<file path="src/sv/stq_pkg.sv">
// Shared types, codes and constants for the sorted timer queue.
package stq_pkg;

  localparam int NUM_TIMERS_DEF = 32;
  localparam int NUM_QUEUES_DEF = 16;
  localparam int MAX_RESULTS    = 32;
  localparam int CNT_W          = $clog2(MAX_RESULTS + 1);
  localparam logic [5:0] TASK_NONE = 6'd32;

  typedef enum logic [1:0] {
    ACT_TICK  = 2'd0,
    ACT_ALLOC = 2'd1,
    ACT_FREE  = 2'd2,
    ACT_ARM   = 2'd3
  } action_e;

  typedef enum logic [1:0] {
    KIND_ALLOC  = 2'd0,
    KIND_EXPIRY = 2'd1,
    KIND_TASK   = 2'd2
  } kind_e;

  typedef enum logic [1:0] {
    ST_FREE  = 2'd0,
    ST_ALLOC = 2'd1,
    ST_RUN   = 2'd2
  } slot_state_e;

  typedef enum logic [3:0] {
    S_IDLE,
    S_ALLOC_CHK,
    S_ALLOC_REPLY,
    S_INS_RD,
    S_INS_EV,
    S_INS_LINK,
    S_INS_HEAD,
    S_UNL_RD,
    S_UNL_EV,
    S_TCK_RD,
    S_TCK_EV,
    S_TCK_END,
    S_TCK_FLUSH,
    S_TCK_TS
  } state_e;

  typedef struct packed {
    action_e            action;
    logic [4:0]         slot;
    logic [31:0]        delay_ticks;
    logic signed [31:0] payload;
    logic [3:0]         queue_id;
  } in_req_t;

  typedef struct packed {
    kind_e              kind;
    logic [4:0]         slot_out;
    logic               alloc_ok;
    logic signed [31:0] payload_out;
    logic [3:0]         queue_out;
    logic               last;
  } out_rsp_t;

  typedef struct packed {
    logic accept;
    logic scan_next;
    logic alloc_reply;
    logic mem_rd;
    logic walk_adv;
    logic ins_link;
    logic ins_head;
    logic unl_fix;
    logic tck_take;
    logic tck_head;
    logic flush;
    logic push_ts;
  } cmd_t;

  typedef struct packed {
    action_e in_action;
    logic    arm_go;
    logic    free_run;
    logic    scan_free;
    logic    scan_last;
    logic    cur_none;
    logic    cur_is_slot;
    logic    ins_here;
    logic    due;
    logic    cur_is_task;
    logic    cap_hit;
    logic    pend_valid;
    logic    ts;
    logic    out_free;
  } sts_t;

endpackage

</file>
<file path="src/sv/stq_ctrl.sv">
// Controller state machine for the sorted timer queue.
module stq_ctrl (
  input  logic              clk_i,
  input  logic              rst_ni,
  input  logic              in_valid_i,
  output logic              in_stall_o,
  input  stq_pkg::sts_t     sts_i,
  output stq_pkg::cmd_t     cmd_o
);

  stq_pkg::state_e state_q, state_d;

  always_ff @(posedge clk_i or negedge rst_ni) begin
    if (!rst_ni) begin
      state_q <= stq_pkg::S_IDLE;
    end else begin
      state_q <= state_d;
    end
  end

  assign in_stall_o = (state_q != stq_pkg::S_IDLE);

  always_comb begin
    state_d = state_q;
    cmd_o   = '0;
    unique case (state_q)
      stq_pkg::S_IDLE: begin
        if (in_valid_i) begin
          cmd_o.accept = 1'b1;
          unique case (sts_i.in_action)
            stq_pkg::ACT_TICK:  state_d = stq_pkg::S_TCK_RD;
            stq_pkg::ACT_ALLOC: state_d = stq_pkg::S_ALLOC_CHK;
            stq_pkg::ACT_FREE:  state_d = sts_i.free_run ? stq_pkg::S_UNL_RD : stq_pkg::S_IDLE;
            stq_pkg::ACT_ARM:   state_d = sts_i.arm_go ? stq_pkg::S_INS_RD : stq_pkg::S_IDLE;
            default:            state_d = stq_pkg::S_IDLE;
          endcase
        end
      end
      stq_pkg::S_ALLOC_CHK: begin
        if (sts_i.scan_free || sts_i.scan_last) begin
          state_d = stq_pkg::S_ALLOC_REPLY;
        end else begin
          cmd_o.scan_next = 1'b1;
        end
      end
      stq_pkg::S_ALLOC_REPLY: begin
        if (sts_i.out_free) begin
          cmd_o.alloc_reply = 1'b1;
          state_d = stq_pkg::S_IDLE;
        end
      end
      stq_pkg::S_INS_RD: begin
        if (sts_i.cur_none) begin
          state_d = stq_pkg::S_INS_LINK;
        end else begin
          cmd_o.mem_rd = 1'b1;
          state_d = stq_pkg::S_INS_EV;
        end
      end
      stq_pkg::S_INS_EV: begin
        if (sts_i.ins_here) begin
          state_d = stq_pkg::S_INS_LINK;
        end else begin
          cmd_o.walk_adv = 1'b1;
          state_d = stq_pkg::S_INS_RD;
        end
      end
      stq_pkg::S_INS_LINK: begin
        cmd_o.ins_link = 1'b1;
        state_d = stq_pkg::S_INS_HEAD;
      end
      stq_pkg::S_INS_HEAD: begin
        cmd_o.ins_head = 1'b1;
        state_d = stq_pkg::S_IDLE;
      end
      stq_pkg::S_UNL_RD: begin
        if (sts_i.cur_none) begin
          state_d = stq_pkg::S_IDLE;
        end else begin
          cmd_o.mem_rd = 1'b1;
          state_d = stq_pkg::S_UNL_EV;
        end
      end
      stq_pkg::S_UNL_EV: begin
        if (sts_i.cur_is_slot) begin
          cmd_o.unl_fix = 1'b1;
          state_d = stq_pkg::S_IDLE;
        end else begin
          cmd_o.walk_adv = 1'b1;
          state_d = stq_pkg::S_UNL_RD;
        end
      end
      stq_pkg::S_TCK_RD: begin
        if (sts_i.cur_none || sts_i.cap_hit) begin
          state_d = stq_pkg::S_TCK_END;
        end else begin
          cmd_o.mem_rd = 1'b1;
          state_d = stq_pkg::S_TCK_EV;
        end
      end
      stq_pkg::S_TCK_EV: begin
        if (!sts_i.due) begin
          state_d = stq_pkg::S_TCK_END;
        end else if (sts_i.cur_is_task || !sts_i.pend_valid || sts_i.out_free) begin
          cmd_o.tck_take = 1'b1;
          state_d = stq_pkg::S_TCK_RD;
        end
      end
      stq_pkg::S_TCK_END: begin
        cmd_o.tck_head = 1'b1;
        state_d = stq_pkg::S_TCK_FLUSH;
      end
      stq_pkg::S_TCK_FLUSH: begin
        if (!sts_i.pend_valid || sts_i.out_free) begin
          cmd_o.flush = sts_i.pend_valid;
          state_d = sts_i.ts ? stq_pkg::S_TCK_TS : stq_pkg::S_IDLE;
        end
      end
      stq_pkg::S_TCK_TS: begin
        if (sts_i.out_free) begin
          cmd_o.push_ts = 1'b1;
          state_d = stq_pkg::S_IDLE;
        end
      end
      default: state_d = stq_pkg::S_IDLE;
    endcase
  end

endmodule

</file>
<file path="src/sv/stq_dp.sv">
// Datapath of the sorted timer queue: slot stores, list pointers and result register.
module stq_dp #(
  parameter int NUM_TIMERS = stq_pkg::NUM_TIMERS_DEF,
  parameter int NUM_QUEUES = stq_pkg::NUM_QUEUES_DEF
) (
  input  logic              clk_i,
  input  logic              rst_ni,
  input  logic              cfg_we_i,
  input  logic [5:0]        cfg_wdata_i,
  input  stq_pkg::in_req_t  in_req_i,
  input  logic              out_stall_i,
  input  stq_pkg::cmd_t     cmd_i,
  output stq_pkg::sts_t     sts_o,
  output logic              out_valid_o,
  output stq_pkg::out_rsp_t out_rsp_o
);

  localparam int IW = $clog2(NUM_TIMERS);
  localparam int PW = $clog2(NUM_TIMERS + 1);
  localparam logic [PW-1:0] NONE = PW'(NUM_TIMERS);

  logic [31:0]               count_q;
  logic [PW-1:0]             head_q, cur_q, prev_q;
  logic [5:0]                task_q;
  stq_pkg::slot_state_e      status_q [NUM_TIMERS];
  logic [IW-1:0]             scan_q, req_slot_q;
  logic [31:0]               new_dl_q;
  logic [stq_pkg::CNT_W-1:0] cnt_q;
  logic                      ts_q, pend_valid_q, out_valid_q;
  logic [4:0]                pend_slot_q;
  logic signed [31:0]        pend_pay_q;
  logic [3:0]                pend_queue_q;
  logic [31:0]               rd_dl_q;
  logic [PW-1:0]             rd_link_q;
  logic signed [31:0]        rd_pay_q;
  logic [3:0]                rd_queue_q;
  stq_pkg::out_rsp_t         out_q, push_rsp;

  logic [31:0]               dl_mem    [NUM_TIMERS];
  logic [PW-1:0]             link_mem  [NUM_TIMERS];
  logic signed [31:0]        pay_mem   [NUM_TIMERS];
  logic [3:0]                queue_mem [NUM_TIMERS];

  logic          in_ok, push, pend_push, prev_none, link_we;
  logic [IW-1:0] in_idx, cur_idx, prev_idx, link_wa;
  logic [PW-1:0] link_wd;
  logic [3:0]    in_queue;
  stq_pkg::slot_state_e in_status;

  assign in_ok     = int'(in_req_i.slot) < NUM_TIMERS;
  assign in_idx    = IW'(in_req_i.slot);
  assign in_status = status_q[in_idx];
  assign in_queue  = (int'(in_req_i.queue_id) >= NUM_QUEUES) ? 4'(NUM_QUEUES - 1)
                                                              : in_req_i.queue_id;
  assign cur_idx   = cur_q[IW-1:0];
  assign prev_idx  = prev_q[IW-1:0];
  assign prev_none = (prev_q == NONE);

  always_comb begin
    sts_o.in_action   = in_req_i.action;
    sts_o.arm_go      = in_ok && (in_status != stq_pkg::ST_RUN);
    sts_o.free_run    = in_ok && (in_status == stq_pkg::ST_RUN);
    sts_o.scan_free   = (status_q[scan_q] == stq_pkg::ST_FREE);
    sts_o.scan_last   = (scan_q == IW'(NUM_TIMERS - 1));
    sts_o.cur_none    = (cur_q == NONE);
    sts_o.cur_is_slot = (cur_q == PW'(req_slot_q));
    sts_o.ins_here    = (new_dl_q <= rd_dl_q);
    sts_o.due         = (rd_dl_q <= count_q);
    sts_o.cur_is_task = (7'(cur_q) == 7'(task_q));
    sts_o.cap_hit     = (cnt_q >= stq_pkg::CNT_W'(stq_pkg::MAX_RESULTS));
    sts_o.pend_valid  = pend_valid_q;
    sts_o.ts          = ts_q;
    sts_o.out_free    = !out_valid_q || !out_stall_i;
  end

  // Result to load into the output register this cycle.
  assign pend_push = cmd_i.tck_take && !sts_o.cur_is_task && pend_valid_q;
  assign push      = cmd_i.alloc_reply || cmd_i.flush || cmd_i.push_ts || pend_push;

  always_comb begin
    push_rsp = '0;
    if (cmd_i.alloc_reply) begin
      push_rsp.kind     = stq_pkg::KIND_ALLOC;
      push_rsp.slot_out = sts_o.scan_free ? 5'(scan_q) : 5'd0;
      push_rsp.alloc_ok = sts_o.scan_free;
      push_rsp.last     = 1'b1;
    end else if (cmd_i.push_ts) begin
      push_rsp.kind     = stq_pkg::KIND_TASK;
      push_rsp.slot_out = task_q[4:0];
      push_rsp.last     = 1'b1;
    end else begin
      push_rsp.kind        = stq_pkg::KIND_EXPIRY;
      push_rsp.slot_out    = pend_slot_q;
      push_rsp.payload_out = pend_pay_q;
      push_rsp.queue_out   = pend_queue_q;
      push_rsp.last        = cmd_i.flush && !ts_q;
    end
  end

  always_ff @(posedge clk_i or negedge rst_ni) begin
    if (!rst_ni) begin
      count_q      <= '0;
      head_q       <= NONE;
      cur_q        <= NONE;
      prev_q       <= NONE;
      task_q       <= stq_pkg::TASK_NONE;
      scan_q       <= '0;
      cnt_q        <= '0;
      ts_q         <= 1'b0;
      pend_valid_q <= 1'b0;
      out_valid_q  <= 1'b0;
      for (int i = 0; i < NUM_TIMERS; i++) begin
        status_q[i] <= stq_pkg::ST_FREE;
      end
    end else begin
      if (cfg_we_i) begin
        task_q <= cfg_wdata_i;
      end
      if (cmd_i.accept) begin
        cur_q  <= head_q;
        prev_q <= NONE;
        cnt_q  <= '0;
        ts_q   <= 1'b0;
        scan_q <= '0;
        case (in_req_i.action)
          stq_pkg::ACT_TICK: count_q <= count_q + 32'd1;
          stq_pkg::ACT_FREE: if (in_ok) status_q[in_idx] <= stq_pkg::ST_FREE;
          stq_pkg::ACT_ARM:  if (sts_o.arm_go) status_q[in_idx] <= stq_pkg::ST_RUN;
          default: ;
        endcase
      end
      if (cmd_i.scan_next) begin
        scan_q <= scan_q + 1'b1;
      end
      if (cmd_i.alloc_reply && sts_o.scan_free) begin
        status_q[scan_q] <= stq_pkg::ST_ALLOC;
      end
      if (cmd_i.walk_adv) begin
        prev_q <= cur_q;
        cur_q  <= rd_link_q;
      end
      if (cmd_i.ins_head && prev_none) begin
        head_q <= PW'(req_slot_q);
      end
      if (cmd_i.unl_fix && prev_none) begin
        head_q <= rd_link_q;
      end
      if (cmd_i.tck_take) begin
        status_q[cur_idx] <= stq_pkg::ST_ALLOC;
        cur_q <= rd_link_q;
        cnt_q <= cnt_q + 1'b1;
        if (sts_o.cur_is_task) begin
          ts_q <= 1'b1;
        end else begin
          pend_valid_q <= 1'b1;
        end
      end
      if (cmd_i.tck_head) begin
        head_q <= cur_q;
      end
      if (cmd_i.flush) begin
        pend_valid_q <= 1'b0;
      end
      if (push) begin
        out_valid_q <= 1'b1;
      end else if (!out_stall_i) begin
        out_valid_q <= 1'b0;
      end
    end
  end

  // Link store takes one write a cycle.
  always_comb begin
    link_we = 1'b0;
    link_wa = req_slot_q;
    link_wd = cur_q;
    if (cmd_i.ins_link) begin
      link_we = 1'b1;
    end else if (cmd_i.ins_head && !prev_none) begin
      link_we = 1'b1;
      link_wa = prev_idx;
      link_wd = PW'(req_slot_q);
    end else if (cmd_i.unl_fix && !prev_none) begin
      link_we = 1'b1;
      link_wa = prev_idx;
      link_wd = rd_link_q;
    end
  end

  always_ff @(posedge clk_i) begin
    if (cmd_i.accept) begin
      req_slot_q <= in_idx;
      new_dl_q   <= count_q + in_req_i.delay_ticks;
      if ((in_req_i.action == stq_pkg::ACT_ARM) && sts_o.arm_go) begin
        dl_mem[in_idx]    <= count_q + in_req_i.delay_ticks;
        pay_mem[in_idx]   <= in_req_i.payload;
        queue_mem[in_idx] <= in_queue;
      end
    end
    if (link_we) begin
      link_mem[link_wa] <= link_wd;
    end
    if (cmd_i.mem_rd) begin
      rd_dl_q    <= dl_mem[cur_idx];
      rd_link_q  <= link_mem[cur_idx];
      rd_pay_q   <= pay_mem[cur_idx];
      rd_queue_q <= queue_mem[cur_idx];
    end
    if (cmd_i.tck_take && !sts_o.cur_is_task) begin
      pend_slot_q  <= 5'(cur_q);
      pend_pay_q   <= rd_pay_q;
      pend_queue_q <= rd_queue_q;
    end
    if (push) begin
      out_q <= push_rsp;
    end
  end

  assign out_valid_o = out_valid_q;
  assign out_rsp_o   = out_q;

endmodule

</file>
<file path="src/sv/sorted_timer_queue.sv">
// Top level of the sorted timer queue: controller, datapath and checks.
//
// Use: requests arrive on in_valid_i/in_req_i and are taken at a clock edge
// with in_valid_i high and in_stall_o low. Actions: tick, allocate, free, arm.
// Results leave on out_valid_o/out_rsp_o and are taken when out_stall_i is low.
// One request is worked on at a time; in_stall_o is high from acceptance until
// the request's work is done.
// Steps: free or arm with nothing to do goes straight back to idle; allocate
// scans up to NUM_TIMERS slots for a free one, then replies; arm walks the list
// comparing entries, then links the new entry in; free of a running timer walks
// up to and including the slot and unlinks it; tick reads entries while due,
// up to the list end or the result cap, then sets the head, flushes and pushes
// any task switch. The walk reads one entry at a time through the single read
// port of the slot stores. Each expiry is held one step in a pending register
// and pushed out by the next due non-task entry or at the end of the walk.
// A single output register holds the finished result; new results wait while
// the receiver stalls, and the list walk holds where a result cannot leave.
// Reset: count 0, list empty, all slots free, task timer none (32). Slot
// stores need no clearing pass: they are read only for running timers.
module sorted_timer_queue #(
  parameter int NUM_TIMERS = stq_pkg::NUM_TIMERS_DEF,
  parameter int NUM_QUEUES = stq_pkg::NUM_QUEUES_DEF
) (
  input  logic              clk_i,
  input  logic              rst_ni,
  input  logic              cfg_we_i,
  input  logic [5:0]        cfg_wdata_i,
  input  logic              in_valid_i,
  output logic              in_stall_o,
  input  stq_pkg::in_req_t  in_req_i,
  output logic              out_valid_o,
  input  logic              out_stall_i,
  output stq_pkg::out_rsp_t out_rsp_o
);

  stq_pkg::cmd_t cmd;
  stq_pkg::sts_t sts;

  // Sequencing of each request's steps.
  stq_ctrl u_ctrl (
    .clk_i      (clk_i),
    .rst_ni     (rst_ni),
    .in_valid_i (in_valid_i),
    .in_stall_o (in_stall_o),
    .sts_i      (sts),
    .cmd_o      (cmd)
  );

  // Stores, list pointers, pending expiry and the output register.
  stq_dp #(
    .NUM_TIMERS (NUM_TIMERS),
    .NUM_QUEUES (NUM_QUEUES)
  ) u_dp (
    .clk_i       (clk_i),
    .rst_ni      (rst_ni),
    .cfg_we_i    (cfg_we_i),
    .cfg_wdata_i (cfg_wdata_i),
    .in_req_i    (in_req_i),
    .out_stall_i (out_stall_i),
    .cmd_i       (cmd),
    .sts_o       (sts),
    .out_valid_o (out_valid_o),
    .out_rsp_o   (out_rsp_o)
  );

  // No held expiry may remain once the block is ready for a new request.
  a_idle_no_pend: assert property (@(posedge clk_i) disable iff (!rst_ni)
    !in_stall_o |-> !sts.pend_valid)
    else $error("pending expiry left behind at idle");

  // At most one result is pushed per cycle.
  a_one_push: assert property (@(posedge clk_i) disable iff (!rst_ni)
    $onehot0({cmd.alloc_reply, cmd.flush, cmd.push_ts}))
    else $error("two results pushed in one cycle");

  // A result is only pushed when the output register can take it.
  a_push_room: assert property (@(posedge clk_i) disable iff (!rst_ni)
    (cmd.alloc_reply || cmd.flush || cmd.push_ts) |-> sts.out_free)
    else $error("result pushed over a stalled result");

endmodule
</file>
<file path="config.mk">
export PLATFORM = sky130hd
export DESIGN_NAME = sorted_timer_queue
export DESIGN_NICKNAME = d
export VERILOG_FILES = /design/src/sv/stq_pkg.sv /design/src/sv/stq_ctrl.sv /design/src/sv/stq_dp.sv /design/src/sv/sorted_timer_queue.sv
export SDC_FILE = /design/constraint.sdc
export NUM_CORES = 2
export LEC_CHECK = 0
export ABC_AREA = 0
export ABC_CLOCK_PERIOD_IN_PS = 5200
export BUFFER_PORTS_ARGS = -buffer_cell sky130_fd_sc_hd__buf_2
export CAP_MARGIN = 5
export CELL_PAD_IN_SITES_DETAIL_PLACEMENT = 1
export CELL_PAD_IN_SITES_GLOBAL_PLACEMENT = 1
export CORE_MARGIN = 2
export CORE_UTILIZATION = 45
export DETAILED_ROUTE_END_ITERATION = 10
export PLACE_DENSITY_LB_ADDON = 0.1
export SKIP_CTS_REPAIR_TIMING = 1
export SLEW_MARGIN = 0
export SYNTH_ARGS = -nofsm -noshare
export SYNTH_HDL_FRONTEND = slang
export SYNTH_SLANG_ARGS = --single-unit
</file>
<file path="constraint.sdc">
create_clock -name clk_i -period 5.2 [get_ports clk_i]
set_input_delay 0.26 -clock clk_i [delete_from_list [all_inputs] [get_ports clk_i]]
set_output_delay 0.26 -clock clk_i [all_outputs]
set_load 0.01 [all_outputs]
</file>
==> qor.csv <==
metric,value,unit
CP Max Fanout,33,
PortBufs,132,
slew margin rel.,14.6,%
Chip Height,490,um
antenna violations before repair,12,
commonest cells in the netlist,"edfxtp_1, mux4_2, a22oi_1",
Final Worst Setup Slack,1010,ps
pwr/cell area,500,nW/um^2
Final setup violation count,0,
DP HPWL,174000,um
drt pass-1 iters,6,
GP Congestion,0.850,
routing usage on met1,38.2,%
crit path DAT,4930,ps
Cells after Synth,5246,
Hold WC Path Type,in -> async,
post-synthesis cell area,106000,sq um
initial core utilization,45.2,%
Routed WL,314000,um
Routed Antenna Nets,0,
ys async rst share,5.11,%
Reg area,80500,sq um
maximum clock rate,0.239,GHz
Clock power frac,33.1,%
GRT Residual Overflow,0,
# rows,178,
yosys warns,0,
number of synthesized flops with an enable pin,2565,
CP Class,reg -> reg,
Int Power,43.3,mW
Gate power share,23.9,%
# IOs,133,
syn avg cell area,20.2,sq um
"count leader, synth",edfxtp_1,
share of the synthesized area in the top cell type,72.5,%
CTS H-Tree Depth,5,
Total GRT Usage,26.3,%
worst slew pin tran,1280,ps
CP required,5940,ps
clock latency at the later pin of the worst-skew pair,980,ps
Num Clock Sinks,2703,
Final Cell Area,123000,sq um
CTS Buffer Depth,4,
First DRT Iteration DRCs,5567,
CP Launch Type,register,
core area,235000,sq um
fin crit share,80.6,%
largest net degree at the start of global routing,139,
status,completed,
first-pass GRT wire length,445000,um
RSZ-0062 raised after global routing,no,
VDD IR max,0.403,mV
hold_ws,5.47,ps
"Clk pin slew, worst setup/hold paths",60,ps
Reg power frac,43.0,%
CP Capture Type,register,
"Seq/Total Area, Yosys",75.8,%
top cells by area in the synthesized netlist,"edfxtp_1, mux4_2, dfrtp_1",
DR WL/cell,34.6,um
Synth area leader,edfxtp_1,
met2 usage,42.7,%
max_cap viols,0,
Die Wd,490,um
Pins Over Slew Limit,0,
final worst path period need,4190,ps
Worst Setup Slack post-DPL,994,ps
Fin. Hold Viols,0,
total number of vias,56500,
leakage,39.5,nW
placed inst area,113000,sq um
share of cells above drive strength 1,25.8,%
NetSw,18.1,mW
die area,240000,sq um
Multi-input gate area,24800,sq um
grt peak-use layer,met2,
Root Driver,clkbuf_16,
nets,5890,
flop and latch count out of synthesis,2703,
Synth Net Count,5436,
Max Clock Skew,81.0,ps
CTS Buf Count,304,
drt drc,0,
Vias/cell,6.23,
Filler Cells Inserted,20600,
ys flop type,edfxtp_1,
vias in the first global route,58100,
internal reg-to-reg setup slack,1010,ps
"Area growth, synth to finish",15.8,%
CTS tree,done,
count of different cell masters after synthesis,78,
routing usage on met3,3.88,%
sw frac,29.4,%
logic make-up after synthesis:
| group | share of synthesized area (%) |
|---|---|
| muxes | 13.2 |
| buffers and inverters | 1.41 |
| AOI/OAI and AO/OA | 4.57 |
| and+or+nand+nor | 3.19 |
| xor gates and xnor gates | 0.586 |
| adders and majority gates | 1.23 |
| DFF | 75.8 |
through the flow:
step / power (mW) / utilization (%) / std cells / TNS (ps)
2_1_floorplan: 36.0 / - / 5246 / -1267420
3_3_place_gp: 41.6 / 48.2 / 8487 / 0
3_5_place_dp: 41.7 / 48.2 / 8487 / 0
4_1_cts: 62.0 / 52.1 / 9006 / 0
5_1_grt: 63.7 / 52.3 / 9066 / 0
6_report: 61.4 / 52.3 / 9069 / 0
critical path, stage by stage, from the launching register on:
cell      delay (ps)
dfrtp_1          420
ha_1             310
a211oi_1         240
o21ai_0          230
o21bai_1         290
a21bo_2          260
a21oi_1           90
o21ai_0          920
nand2_1          480
a311oi_4         350
buf_4            350
final timing paths:
check / cells past startpoint / startpoint / to
worst max-delay path: 10 / u_dp.count_q[1] / u_dp.dl_mem[7][23]
worst min register to register: 0 / u_dp.rd_pay_q[6] / u_dp.pend_pay_q[6]
min in group clk_i: 1 / in_req_i[69] / u_dp.req_slot_q[1]
max in group asynchronous: 3 / rst_ni / u_dp.count_q[22]
worst min-delay path: 3 / rst_ni / u_dp.status_q[16]
worst max register to register: 10 / u_dp.count_q[1] / u_dp.dl_mem[7][23]
metal layers:
layer / part of all wire (%) / up-vias
li1: - / 22900
met1: 44 / 31200
met2: 49 / 1967
met3: 5.8 / 367
met4: 1.8 / 6
met5: 0.011 / -
registers in the layout, summed over array words and instances, names as in the netlist, 4 cells and up:
register / flops
u_dp.scan_q: 5
u_dp.pend_queue_q: 4
u_dp.new_dl_q: 32
u_dp.pay_mem: 1024
u_dp.count_q: 32
u_ctrl.state_q: 4
u_dp.req_slot_q: 5
u_dp.rd_link_q: 6
u_dp.rd_queue_q: 4
u_dp.prev_q: 6
u_dp.cnt_q: 6
u_dp.rd_dl_q: 32
u_dp.dl_mem: 1024
u_dp.pend_slot_q: 5
u_dp.rd_pay_q: 32
u_dp.link_mem: 192
u_dp.status_q: 64
u_dp.queue_mem: 128
u_dp.task_q: 6
u_dp.cur_q: 6
u_dp.head_q: 6
u_dp.pend_pay_q: 32
u_dp.out_rsp_o: 45
placed cells by master, fill, tap and decap left out, types with 57 or more instances in the layout:
cell type         n
o21ai_0          78
nor3_1           60
nor2_1           94
a21oi_1          72
clkbuf_1         63
a22oi_1         305
ha_1            103
clkbuf_16       307
dlygate4sd3_1    57
nand2_1         138
nand4_1         106
inv_1           101
dfrtp_1         132
mux4_2          593
edfxtp_1       2565
buf_4           154
buf_2           131
clkinv_1         68
buf_12           84
final cells by class:
type                       count  area share (%)
inverter                     104           0.318
sequential                  2703            65.5
clock inverter               149            1.02
tap                         3150            3.21
timing repair buffer         427            3.32
clock buffer                 370            6.44
multi-input combinational   2160            20.2
antenna                        6          0.0122
power groups by stage:
| stage | Clock (mW) | Combinational [mW] | Sequential, mW |
|---|---|---|---|
| detailed placement | 0 | 14.9 | 26.8 |
| global route | 21.5 | 15.8 | 26.5 |
| finish | 20.3 | 14.7 | 26.4 |
| CTS | 20.7 | 14.9 | 26.4 |
| global placement | 0 | 14.8 | 26.8 |
| floorplan | 0 | 9.51 | 26.5 |
(Power assumes the default switching activity.)
